### config.mk
export PLATFORM = sky130hd
export DESIGN_NAME = indexed_insert_remove_array_core
export DESIGN_NICKNAME = d
export VERILOG_FILES = /design/src/rtl/iia_pkg.sv /design/src/rtl/iia_ram.sv /design/src/rtl/iia_ctrl.sv /design/src/rtl/iia_dp.sv /design/src/rtl/indexed_insert_remove_array_core.sv
export SDC_FILE = /design/constraint.sdc
export NUM_CORES = 2
export LEC_CHECK = 0
export BUFFER_PORTS_ARGS = -buffer_cell sky130_fd_sc_hd__buf_2
export CORE_MARGIN = 4
export CORE_UTILIZATION = 60
export DETAILED_ROUTE_END_ITERATION = 10
export PLACE_DENSITY = 0.77
export SYNTH_ARGS = -nofsm -noshare
export SYNTH_HDL_FRONTEND = slang
export SYNTH_SLANG_ARGS = --single-unit
export TNS_END_PERCENT = 50
### constraint.sdc
create_clock -name clk -period 6.95 [get_ports clk]
set_clock_uncertainty 0.05 [all_clocks]
set_input_delay 0.695 -clock clk [delete_from_list [all_inputs] [get_ports clk]]
set_output_delay 0.695 -clock clk [all_outputs]
set_load 0.05 [all_outputs]
### src/rtl/iia_pkg.sv
package iia_pkg;

    localparam int STORE_DEPTH      = 64;
    localparam int INITIAL_CAPACITY = 4;
    localparam int DATA_W           = 32;
    localparam int STEP_W           = 8;
    localparam int ADDR_W           = $clog2(STORE_DEPTH);
    localparam int CNT_W            = $clog2(STORE_DEPTH + 1);
    localparam int GROW_W           = CNT_W + STEP_W;
    localparam int INIT_CAP         = (INITIAL_CAPACITY > STORE_DEPTH) ? STORE_DEPTH :
                                      ((INITIAL_CAPACITY < 1) ? 1 : INITIAL_CAPACITY);
    localparam int PADDR_W          = 3;

    typedef enum logic [2:0] {
        OP_INSERT = 3'd0,
        OP_PUSH   = 3'd1,
        OP_REMOVE = 3'd2,
        OP_POP    = 3'd3,
        OP_GET    = 3'd4,
        OP_SET    = 3'd5
    } opcode_t;

    typedef enum logic [1:0] {
        ST_OK     = 2'd0,
        ST_BOUNDS = 2'd1,
        ST_EMPTY  = 2'd2,
        ST_FULL   = 2'd3
    } status_t;

    typedef enum logic {
        REG_GROW_MODE = 1'b0,
        REG_GROW_STEP = 1'b1
    } reg_index_t;

    typedef enum logic [3:0] {
        S_IDLE,
        S_EXEC,
        S_SHIFT_UP,
        S_SHIFT_DN,
        S_DRAIN,
        S_READ,
        S_CAPTURE,
        S_WRITE,
        S_DONE
    } state_t;

    typedef struct packed {
        logic load;
        logic exec;
        logic cap_grow;
        logic idx_load_pos;
        logic idx_load_last;
        logic idx_inc;
        logic idx_dec;
        logic rd_plain;
        logic rd_move_up;
        logic rd_move_dn;
        logic capture;
        logic wr_din;
        logic cnt_inc;
        logic cnt_dec;
        logic finish;
    } iia_cmd_t;

    typedef struct packed {
        logic [2:0] op;
        logic       fail;
        logic       fail_reg;
        logic       shift_needed;
        logic       idx_at_pos;
        logic       idx_at_last;
        logic       idx_at_count;
    } iia_stat_t;

endpackage

### src/rtl/iia_ram.sv
module iia_ram #(
    parameter int WIDTH = 32,
    parameter int DEPTH = 64
) (
    input  logic                     clk,
    input  logic                     we,
    input  logic [$clog2(DEPTH)-1:0] waddr,
    input  logic [WIDTH-1:0]         wdata,
    input  logic                     re,
    input  logic [$clog2(DEPTH)-1:0] raddr,
    output logic [WIDTH-1:0]         rdata
);

    logic [WIDTH-1:0] mem [DEPTH];

    always_ff @(posedge clk)
    begin
        if (we)
        begin
            mem[waddr] <= wdata;
        end
        if (re)
        begin
            rdata <= mem[raddr];
        end
    end

endmodule

### src/rtl/iia_ctrl.sv
module iia_ctrl
    import iia_pkg::*;
(
    input  logic      clk,
    input  logic      rst_n,
    input  logic      start,
    input  iia_stat_t stat,
    output iia_cmd_t  cmd,
    output logic      busy
);

    state_t state_reg;
    state_t state_next;

    always_ff @(posedge clk or negedge rst_n)
    begin
        if (!rst_n)
        begin
            state_reg <= S_IDLE;
        end
        else
        begin
            state_reg <= state_next;
        end
    end

    always_comb
    begin
        state_next = state_reg;
        unique case (state_reg)
            S_IDLE:
            begin
                if (start)
                begin
                    state_next = S_EXEC;
                end
            end
            S_EXEC:
            begin
                if (stat.fail)
                begin
                    state_next = S_DONE;
                end
                else
                begin
                    case (stat.op) inside
                        OP_INSERT: state_next = stat.shift_needed ? S_SHIFT_UP : S_WRITE;
                        OP_PUSH, OP_SET: state_next = S_WRITE;
                        OP_REMOVE, OP_GET, OP_POP: state_next = S_READ;
                        default: state_next = S_DONE;
                    endcase
                end
            end
            S_SHIFT_UP:
            begin
                if (stat.idx_at_pos)
                begin
                    state_next = S_DRAIN;
                end
            end
            S_SHIFT_DN:
            begin
                if (stat.idx_at_last)
                begin
                    state_next = S_DRAIN;
                end
            end
            S_DRAIN:
            begin
                state_next = (stat.op == OP_INSERT) ? S_WRITE : S_DONE;
            end
            S_READ:
            begin
                state_next = S_CAPTURE;
            end
            S_CAPTURE:
            begin
                if (stat.op == OP_REMOVE && !stat.idx_at_count)
                begin
                    state_next = S_SHIFT_DN;
                end
                else
                begin
                    state_next = S_DONE;
                end
            end
            S_WRITE:
            begin
                state_next = S_DONE;
            end
            S_DONE:
            begin
                state_next = S_IDLE;
            end
            default:
            begin
                state_next = S_IDLE;
            end
        endcase
    end

    always_comb
    begin
        cmd  = '0;
        busy = 1'b1;
        unique case (state_reg)
            S_IDLE:
            begin
                busy     = 1'b0;
                cmd.load = start;
            end
            S_EXEC:
            begin
                cmd.exec = 1'b1;
                if (!stat.fail)
                begin
                    case (stat.op) inside
                        OP_INSERT:
                        begin
                            cmd.cap_grow      = 1'b1;
                            cmd.idx_load_last = 1'b1;
                        end
                        OP_PUSH: cmd.cap_grow = 1'b1;
                        OP_REMOVE, OP_GET: cmd.idx_load_pos = 1'b1;
                        OP_POP: cmd.idx_load_last = 1'b1;
                        default: ;
                    endcase
                end
            end
            S_SHIFT_UP:
            begin
                cmd.rd_move_up = 1'b1;
                cmd.idx_dec    = !stat.idx_at_pos;
            end
            S_SHIFT_DN:
            begin
                cmd.rd_move_dn = 1'b1;
                cmd.idx_inc    = !stat.idx_at_last;
            end
            S_DRAIN: ;
            S_READ:
            begin
                cmd.rd_plain = 1'b1;
                cmd.idx_inc  = 1'b1;
            end
            S_CAPTURE:
            begin
                cmd.capture = 1'b1;
            end
            S_WRITE:
            begin
                cmd.wr_din = 1'b1;
            end
            S_DONE:
            begin
                cmd.finish = 1'b1;
                if (!stat.fail_reg)
                begin
                    cmd.cnt_inc = (stat.op == OP_INSERT) || (stat.op == OP_PUSH);
                    cmd.cnt_dec = (stat.op == OP_REMOVE) || (stat.op == OP_POP);
                end
            end
            default: ;
        endcase
    end

endmodule

### src/rtl/iia_dp.sv
module iia_dp
    import iia_pkg::*;
(
    input  logic                     clk,
    input  logic                     rst_n,
    input  iia_cmd_t                 cmd,
    output iia_stat_t                stat,
    input  logic [2:0]               opcode,
    input  logic [CNT_W-1:0]         position,
    input  logic signed [DATA_W-1:0] data_in,
    input  logic                     grow_mode,
    input  logic [STEP_W-1:0]        grow_step,
    output logic                     done,
    output logic signed [DATA_W-1:0] data_out,
    output logic [1:0]               status,
    output logic [CNT_W-1:0]         element_total,
    output logic [CNT_W-1:0]         capacity_now
);

    logic [2:0]        op_reg;
    logic [CNT_W-1:0]  pos_reg;
    logic [DATA_W-1:0] din_reg;
    logic [CNT_W-1:0]  idx_reg;
    logic [CNT_W-1:0]  idx_next;
    logic [CNT_W-1:0]  count_reg;
    logic [CNT_W-1:0]  count_next;
    logic [CNT_W-1:0]  cap_reg;
    logic [CNT_W-1:0]  cap_next;
    logic              move_pend_reg;
    logic              move_pend_next;
    logic [ADDR_W-1:0] move_addr_reg;
    logic [ADDR_W-1:0] move_addr_next;
    logic [DATA_W-1:0] res_data_reg;
    status_t           res_status_reg;
    logic              done_reg;
    status_t           chk_code;
    logic [STEP_W-1:0] step_eff;
    logic [GROW_W-1:0] cap_sum;
    logic [CNT_W-1:0]  grown_cap;
    logic [CNT_W-1:0]  count_last;
    logic              ram_we;
    logic [ADDR_W-1:0] ram_waddr;
    logic [DATA_W-1:0] ram_wdata;
    logic              ram_re;
    logic [ADDR_W-1:0] ram_raddr;
    logic [DATA_W-1:0] ram_rdata;

    assign count_last = count_reg - CNT_W'(1);

    always_comb
    begin
        chk_code = ST_OK;
        case (op_reg) inside
            OP_INSERT:
            begin
                if (pos_reg > count_reg)
                begin
                    chk_code = ST_BOUNDS;
                end
                else if (count_reg >= CNT_W'(STORE_DEPTH))
                begin
                    chk_code = ST_FULL;
                end
            end
            OP_PUSH:
            begin
                if (count_reg >= CNT_W'(STORE_DEPTH))
                begin
                    chk_code = ST_FULL;
                end
            end
            OP_REMOVE, OP_GET, OP_SET:
            begin
                if (pos_reg >= count_reg)
                begin
                    chk_code = ST_BOUNDS;
                end
            end
            OP_POP:
            begin
                if (count_reg == '0)
                begin
                    chk_code = ST_EMPTY;
                end
            end
            default: ;
        endcase
    end

    // grow once: one step always makes room for a single new element
    always_comb
    begin
        step_eff  = (grow_step == '0) ? STEP_W'(1) : grow_step;
        cap_sum   = grow_mode ? (GROW_W'(cap_reg) + GROW_W'(step_eff))
                              : (GROW_W'(cap_reg) << 1);
        grown_cap = (cap_sum > GROW_W'(STORE_DEPTH)) ? CNT_W'(STORE_DEPTH)
                                                     : cap_sum[CNT_W-1:0];
        cap_next  = cap_reg;
        if (cmd.cap_grow && count_reg == cap_reg && cap_reg < CNT_W'(STORE_DEPTH))
        begin
            cap_next = grown_cap;
        end
    end

    always_comb
    begin
        count_next = count_reg;
        if (cmd.cnt_inc)
        begin
            count_next = count_reg + CNT_W'(1);
        end
        else if (cmd.cnt_dec)
        begin
            count_next = count_last;
        end
    end

    always_comb
    begin
        idx_next = idx_reg;
        if (cmd.idx_load_pos)
        begin
            idx_next = pos_reg;
        end
        else if (cmd.idx_load_last)
        begin
            idx_next = count_last;
        end
        else if (cmd.idx_inc)
        begin
            idx_next = idx_reg + CNT_W'(1);
        end
        else if (cmd.idx_dec)
        begin
            idx_next = idx_reg - CNT_W'(1);
        end
    end

    // a move reads one entry now and writes it to its neighbour next cycle
    assign ram_re         = cmd.rd_plain | cmd.rd_move_up | cmd.rd_move_dn;
    assign ram_raddr      = idx_reg[ADDR_W-1:0];
    assign move_pend_next = cmd.rd_move_up | cmd.rd_move_dn;
    assign move_addr_next = cmd.rd_move_up ? (ram_raddr + ADDR_W'(1))
                                           : (ram_raddr - ADDR_W'(1));

    assign ram_we    = move_pend_reg | cmd.wr_din;
    assign ram_wdata = move_pend_reg ? ram_rdata : din_reg;
    always_comb
    begin
        if (move_pend_reg)
        begin
            ram_waddr = move_addr_reg;
        end
        else if (op_reg == OP_PUSH)
        begin
            ram_waddr = count_reg[ADDR_W-1:0];
        end
        else
        begin
            ram_waddr = pos_reg[ADDR_W-1:0];
        end
    end

    iia_ram #(
        .WIDTH (DATA_W),
        .DEPTH (STORE_DEPTH)
    ) u_store (
        .clk   (clk),
        .we    (ram_we),
        .waddr (ram_waddr),
        .wdata (ram_wdata),
        .re    (ram_re),
        .raddr (ram_raddr),
        .rdata (ram_rdata)
    );

    always_ff @(posedge clk or negedge rst_n)
    begin
        if (!rst_n)
        begin
            count_reg     <= '0;
            cap_reg       <= CNT_W'(INIT_CAP);
            move_pend_reg <= 1'b0;
            done_reg      <= 1'b0;
        end
        else
        begin
            count_reg     <= count_next;
            cap_reg       <= cap_next;
            move_pend_reg <= move_pend_next;
            done_reg      <= cmd.finish;
        end
    end

    always_ff @(posedge clk)
    begin
        if (cmd.load)
        begin
            op_reg  <= opcode;
            pos_reg <= position;
            din_reg <= data_in;
        end
        if (cmd.exec)
        begin
            res_status_reg <= chk_code;
            res_data_reg   <= '0;
        end
        else if (cmd.capture)
        begin
            res_data_reg <= ram_rdata;
        end
        idx_reg       <= idx_next;
        move_addr_reg <= move_addr_next;
    end

    assign stat.op           = op_reg;
    assign stat.fail         = (chk_code != ST_OK);
    assign stat.fail_reg     = (res_status_reg != ST_OK);
    assign stat.shift_needed = (pos_reg != count_reg);
    assign stat.idx_at_pos   = (idx_reg == pos_reg);
    assign stat.idx_at_last  = (idx_reg == count_last);
    assign stat.idx_at_count = (idx_reg == count_reg);

    assign done          = done_reg;
    assign data_out      = res_data_reg;
    assign status        = res_status_reg;
    assign element_total = count_reg;
    assign capacity_now  = cap_reg;

    a_no_write_clash: assert property (@(posedge clk) disable iff (!rst_n)
        cmd.wr_din |-> !move_pend_reg)
        else $error("element write collides with a pending move");

    a_count_in_cap: assert property (@(posedge clk) disable iff (!rst_n)
        count_reg <= cap_reg)
        else $error("element count above reported capacity");

    a_cap_limit: assert property (@(posedge clk) disable iff (!rst_n)
        cap_reg <= CNT_W'(STORE_DEPTH))
        else $error("capacity above storage depth");

    a_inc_room: assert property (@(posedge clk) disable iff (!rst_n)
        cmd.cnt_inc |-> (count_reg < CNT_W'(STORE_DEPTH)))
        else $error("element count grows past storage depth");

endmodule

### src/rtl/indexed_insert_remove_array_core.sv
// Channel   Handshake                     Words
// command   start, busy (start & !busy)   opcode, position, data_in
// result    done (one-cycle strobe)       data_out, status, element_total, capacity_now
// config    APB write access phase        grow_mode @ 0x0, grow_step @ 0x4
//
// Push, set, get and pop move no elements; a rejected command or an unused opcode ends
// without touching the store. Insert moves the elements from the position on, remove
// those after it (up to the storage depth less one), and nothing moves when none lie there.
// The store moves one element a cycle; busy drops as done rises; done cannot be stalled.
// Reset clears the count, the capacity (to its initial value) and the settings;
// stored elements are left as they are.
module indexed_insert_remove_array_core
    import iia_pkg::*;
(
    input  logic                     clk,
    input  logic                     rst_n,
    input  logic                     start,
    output logic                     busy,
    input  logic [2:0]               opcode,
    input  logic [CNT_W-1:0]         position,
    input  logic signed [DATA_W-1:0] data_in,
    output logic                     done,
    output logic signed [DATA_W-1:0] data_out,
    output logic [1:0]               status,
    output logic [CNT_W-1:0]         element_total,
    output logic [CNT_W-1:0]         capacity_now,
    input  logic                     psel,
    input  logic                     penable,
    input  logic                     pwrite,
    input  logic [PADDR_W-1:0]       paddr,
    input  logic [31:0]              pwdata,
    output logic [31:0]              prdata,
    output logic                     pready
);

    iia_cmd_t          cmd;
    iia_stat_t         stat;
    logic              grow_mode_reg;
    logic [STEP_W-1:0] grow_step_reg;
    logic              cfg_write;
    reg_index_t        cfg_index;

    assign pready    = 1'b1;
    assign cfg_write = psel & penable & pwrite;
    assign cfg_index = reg_index_t'(paddr[2]);

    always_ff @(posedge clk or negedge rst_n)
    begin
        if (!rst_n)
        begin
            grow_mode_reg <= 1'b0;
            grow_step_reg <= STEP_W'(1);
        end
        else if (cfg_write)
        begin
            unique case (cfg_index)
                REG_GROW_MODE: grow_mode_reg <= pwdata[0];
                REG_GROW_STEP: grow_step_reg <= pwdata[STEP_W-1:0];
                default: ;
            endcase
        end
    end

    always_comb
    begin
        unique case (cfg_index)
            REG_GROW_MODE: prdata = {31'b0, grow_mode_reg};
            REG_GROW_STEP: prdata = {{(32 - STEP_W){1'b0}}, grow_step_reg};
            default:       prdata = '0;
        endcase
    end

    iia_ctrl u_ctrl (
        .clk   (clk),
        .rst_n (rst_n),
        .start (start),
        .stat  (stat),
        .cmd   (cmd),
        .busy  (busy)
    );

    iia_dp u_dp (
        .clk           (clk),
        .rst_n         (rst_n),
        .cmd           (cmd),
        .stat          (stat),
        .opcode        (opcode),
        .position      (position),
        .data_in       (data_in),
        .grow_mode     (grow_mode_reg),
        .grow_step     (grow_step_reg),
        .done          (done),
        .data_out      (data_out),
        .status        (status),
        .element_total (element_total),
        .capacity_now  (capacity_now)
    );

endmodule

==> results.yml <==
setup_path:
  rr_endpoint: "u_dp.u_store.mem[20][14]"
  reg2regPathDepth: 7
  r2r_slack_ns: 2.01
  worst_ep_arrival_time_ns: 5.40
  cp-endpoint: "u_dp.u_store.mem[20][14]"
  crit_fanout: 24
  r2r_start: "u_dp.op_reg[1]"
  path_class: "reg2reg"
  end_kind: "flop"
  startpoint: "u_dp.op_reg[1]"
  cp_data_required_time_ns: 7.41
  worstSetupStartpointType: "flop"
layout:
  finalNetCount: 4101
  area_delta_synth_final_pct: 12.2
  antenna_cells: 0
  fill_cells: 8226
  drive_gt1_frac: 0.310
  regArea_um2: 65500
  largest_register_ffs: 2048
  multi_input_comb_area_um2: 19500
  largest_register: "u_dp.u_store.mem"
routing:
  drtIter0Drc: 6708
  avgRoutedWirePerCell_um: 37.0
  wl_um: 224000
  via_per_inst: 7.06
  ant_nets: 0
  via_count: 42735
  dr.pass1.iters: 5
  route.detailed.drc: 0
logic_synthesis:
  syn_inst: 3740
  ys_ff_latch: 2198
  synth_edf_count: 2131
  yosysSeqAreaShare: 0.765
  ys.flop_type: "edfxtp_1"
  syn_area_um2: 85600
  synthDistinctLibCells: 63
  ys_warn_count: 0
  async_flop_share: 0.0132
  syn_avg_cell_area_um2: 22.9
power:
  p_leak_nw: 30.2
  p_seq_frac: 0.418
  clkPwrFrac: 0.276
  p_int_mw: 28.3
  power_density_nw_per_um2: 430
  power_switching_mw: 12.9
  swShare: 0.314
  p_comb_frac: 0.306
  peakVddDrop_v: 0.000473
die:
  io_pins: 166
  die_height_um: 386
  dieArea_um2: 149000
  core-area_um2: 142000
  die_w_um: 386
  placementRows: 138
  initial_core_util: 0.604
grt:
  grt_pass1_vias: 42819
  grtUsageTotal: 0.307
  grt_max_degree: 153
  antenna_found_initial: 4
  grt.overflow.total: 0
  grt_pass1_wl_um: 319000
placed_design:
  place_ws_ns: 2.22
  place.gp.congestion: 0.861
  io_buffers: 114
  dp_hpwl_um: 109000
hold_path:
  hold_path_class: "in2reg"
  holdPathStages: 2
  min_from: "pwdata[5]"
clock_network:
  path_clk_slew_ns: 0.06
  ctsResizeCount: 0
  clock-sinks: 2198
  clk-insertion-delay-late_ns: 0.83
  clk_path_buf_depth: 3
  cts_tree: "done"
  clock-root-buffer: "clkbuf_16"
  cts_max_level: 4
  numCtsBuffers: 206
timing:
  finalHoldViolCount: 0
  timing.fmax_mhz: 202
  setup_viol: 0
  tns_ns: 0
  setup_slack_ns: 2.01
  fin_crit_ns: 4.94
  fin_crit_sh: 0.711
  tightestPinTransition_ns: 1.37
  rsz0062_at_grt: "no"
  max-slew-margin-rel: 0.0854
  drv_slew: 0
run:
  max-cap-violations: 0
status:
  outcome: "complete, no violations"
-- cells in the final DEF, fill, tap and decap left out, types with 24 or more instances in the layout --
cell type | synthesis | layout
dfrtp_1 | 27 | 26
clkinv_1 | 1 | 44
inv_1 | 24 | 24
clkbuf_16 | 0 | 211
nor2_4 | 0 | 64
nand2_1 | 118 | 117
conb_1 | 2 | 25
ha_1 | 25 | 25
clkbuf_1 | 97 | 42
dlygate4sd3_1 | 0 | 38
mux2_2 | 57 | 57
clkinv_2 | 0 | 37
a21oi_1 | 63 | 62
edfxtp_1 | 2131 | 2131
dfxtp_1 | 38 | 38
mux2i_1 | 29 | 29
xnor2_1 | 27 | 27
buf_4 | 33 | 86
buf_2 | 55 | 114
mux4_2 | 657 | 657
nor2_1 | 101 | 37
-- worst min path at each step --
stage / slack [ns] / endpoint
after floorplan: 0.35 / grow_mode_reg
after global placement: 0.39 / u_dp.data_out[16]
after detailed placement: 0.40 / u_dp.data_out[18]
after CTS: 0.002 / grow_step_reg[7]
after global routing: 0.03 / grow_step_reg[4]
final: 0.06 / grow_step_reg[5]
-- kinds of logic (layout without fill, tap and decap cells) --
| group | after synthesis | after routing | share of synthesized area |
|---|---|---|---|
| DFF | 2198 | 2198 | 0.765 |
| muxes | 743 | 743 | 0.184 |
| and+or+nand+nor | 319 | 319 | 0.0171 |
| buffers and inverters | 251 | 653 | 0.0137 |
| AOI/OAI and AO/OA | 151 | 151 | 0.0107 |
| xor gates and xnor gates | 48 | 48 | 0.00491 |
| adders and majority gates | 28 | 28 | 0.00436 |
| other | 2 | 25 | 0.0000878 |
-- cells in the mapped netlist (12+ instances only) --
library cell,n,area (µm²)
a21oi_1,63,315
a31oi_1,12,75.1
buf_1,36,135
buf_2,55,275
buf_4,33,248
clkbuf_1,97,364
dfrtp_1,27,676
dfxtp_1,38,761
edfxtp_1,2131,64000
ha_1,25,313
inv_1,24,90.1
mux2_2,57,642
mux2i_1,29,290
mux4_2,657,14800
nand2_1,118,443
nand2b_1,17,106
nor2_1,101,379
o21ai_0,19,95.1
xnor2_1,27,236
xor2_1,21,184
-- power groups by stage --
stage                     clock, mW  sequential, mW  combinational (mW)
after detailed placement          0            17.5                12.3
after global routing           12.1            17.3                13.3
after floorplan                   0            17.5                8.45
after global placement            0            17.4                12.1
after CTS                      11.5            17.2                12.6
final                          11.4            17.3                12.6
-- critical path, cell delays in order (launching register included) --
cell and delay (ns):
edfxtp_1 0.73, nor3b_4 0.55, mux2i_1 0.24, nor2_1 0.06, a21oi_1 0.61, nand3b_1 0.80
nor2_4 1.14, buf_4 0.39
-- area by class of cell --
cell class	count	area share
multi-input combinational	1314	0.203
timing repair buffer	245	0.0181
inverter	25	0.000978
sequential	2198	0.682
clock buffer	261	0.0578
clock inverter	122	0.0131
tap	1890	0.0246
-- routing by layer --
metal | global-route usage | wire length [µm] | up-vias
met4 | 0.136 | 11500 | 8
met2 | 0.486 | 110000 | 3472
met5 | 0 | 36 | -
met3 | 0.0640 | 25200 | 562
met1 | 0.423 | 77700 | 22443
li1 | - | - | 16250
-- stage by stage --
stage | std cells | power [mW] | util | hold WS, ns | instance area, µm²
2_1_floorplan | 3763 | 25.9 | - | 0.349 | 85600
5_1_grt | 6055 | 42.6 | 0.678 | 0.0282 | 96000
6_report | 6055 | 41.3 | 0.678 | 0.0644 | 96000
3_3_place_gp | 5634 | 29.5 | 0.627 | 0.390 | 88800
3_5_place_dp | 5634 | 29.8 | 0.627 | 0.396 | 88800
4_1_cts | 6055 | 41.3 | 0.678 | 0.00167 | 96000
-- timing repair --
action                    in CTS  in global routing
setup buffers                  0                  0
hold endpoints to repair      64                  0
hold buffers                  38                  0
No activity file was read; power rests on OpenSTA's default activity.
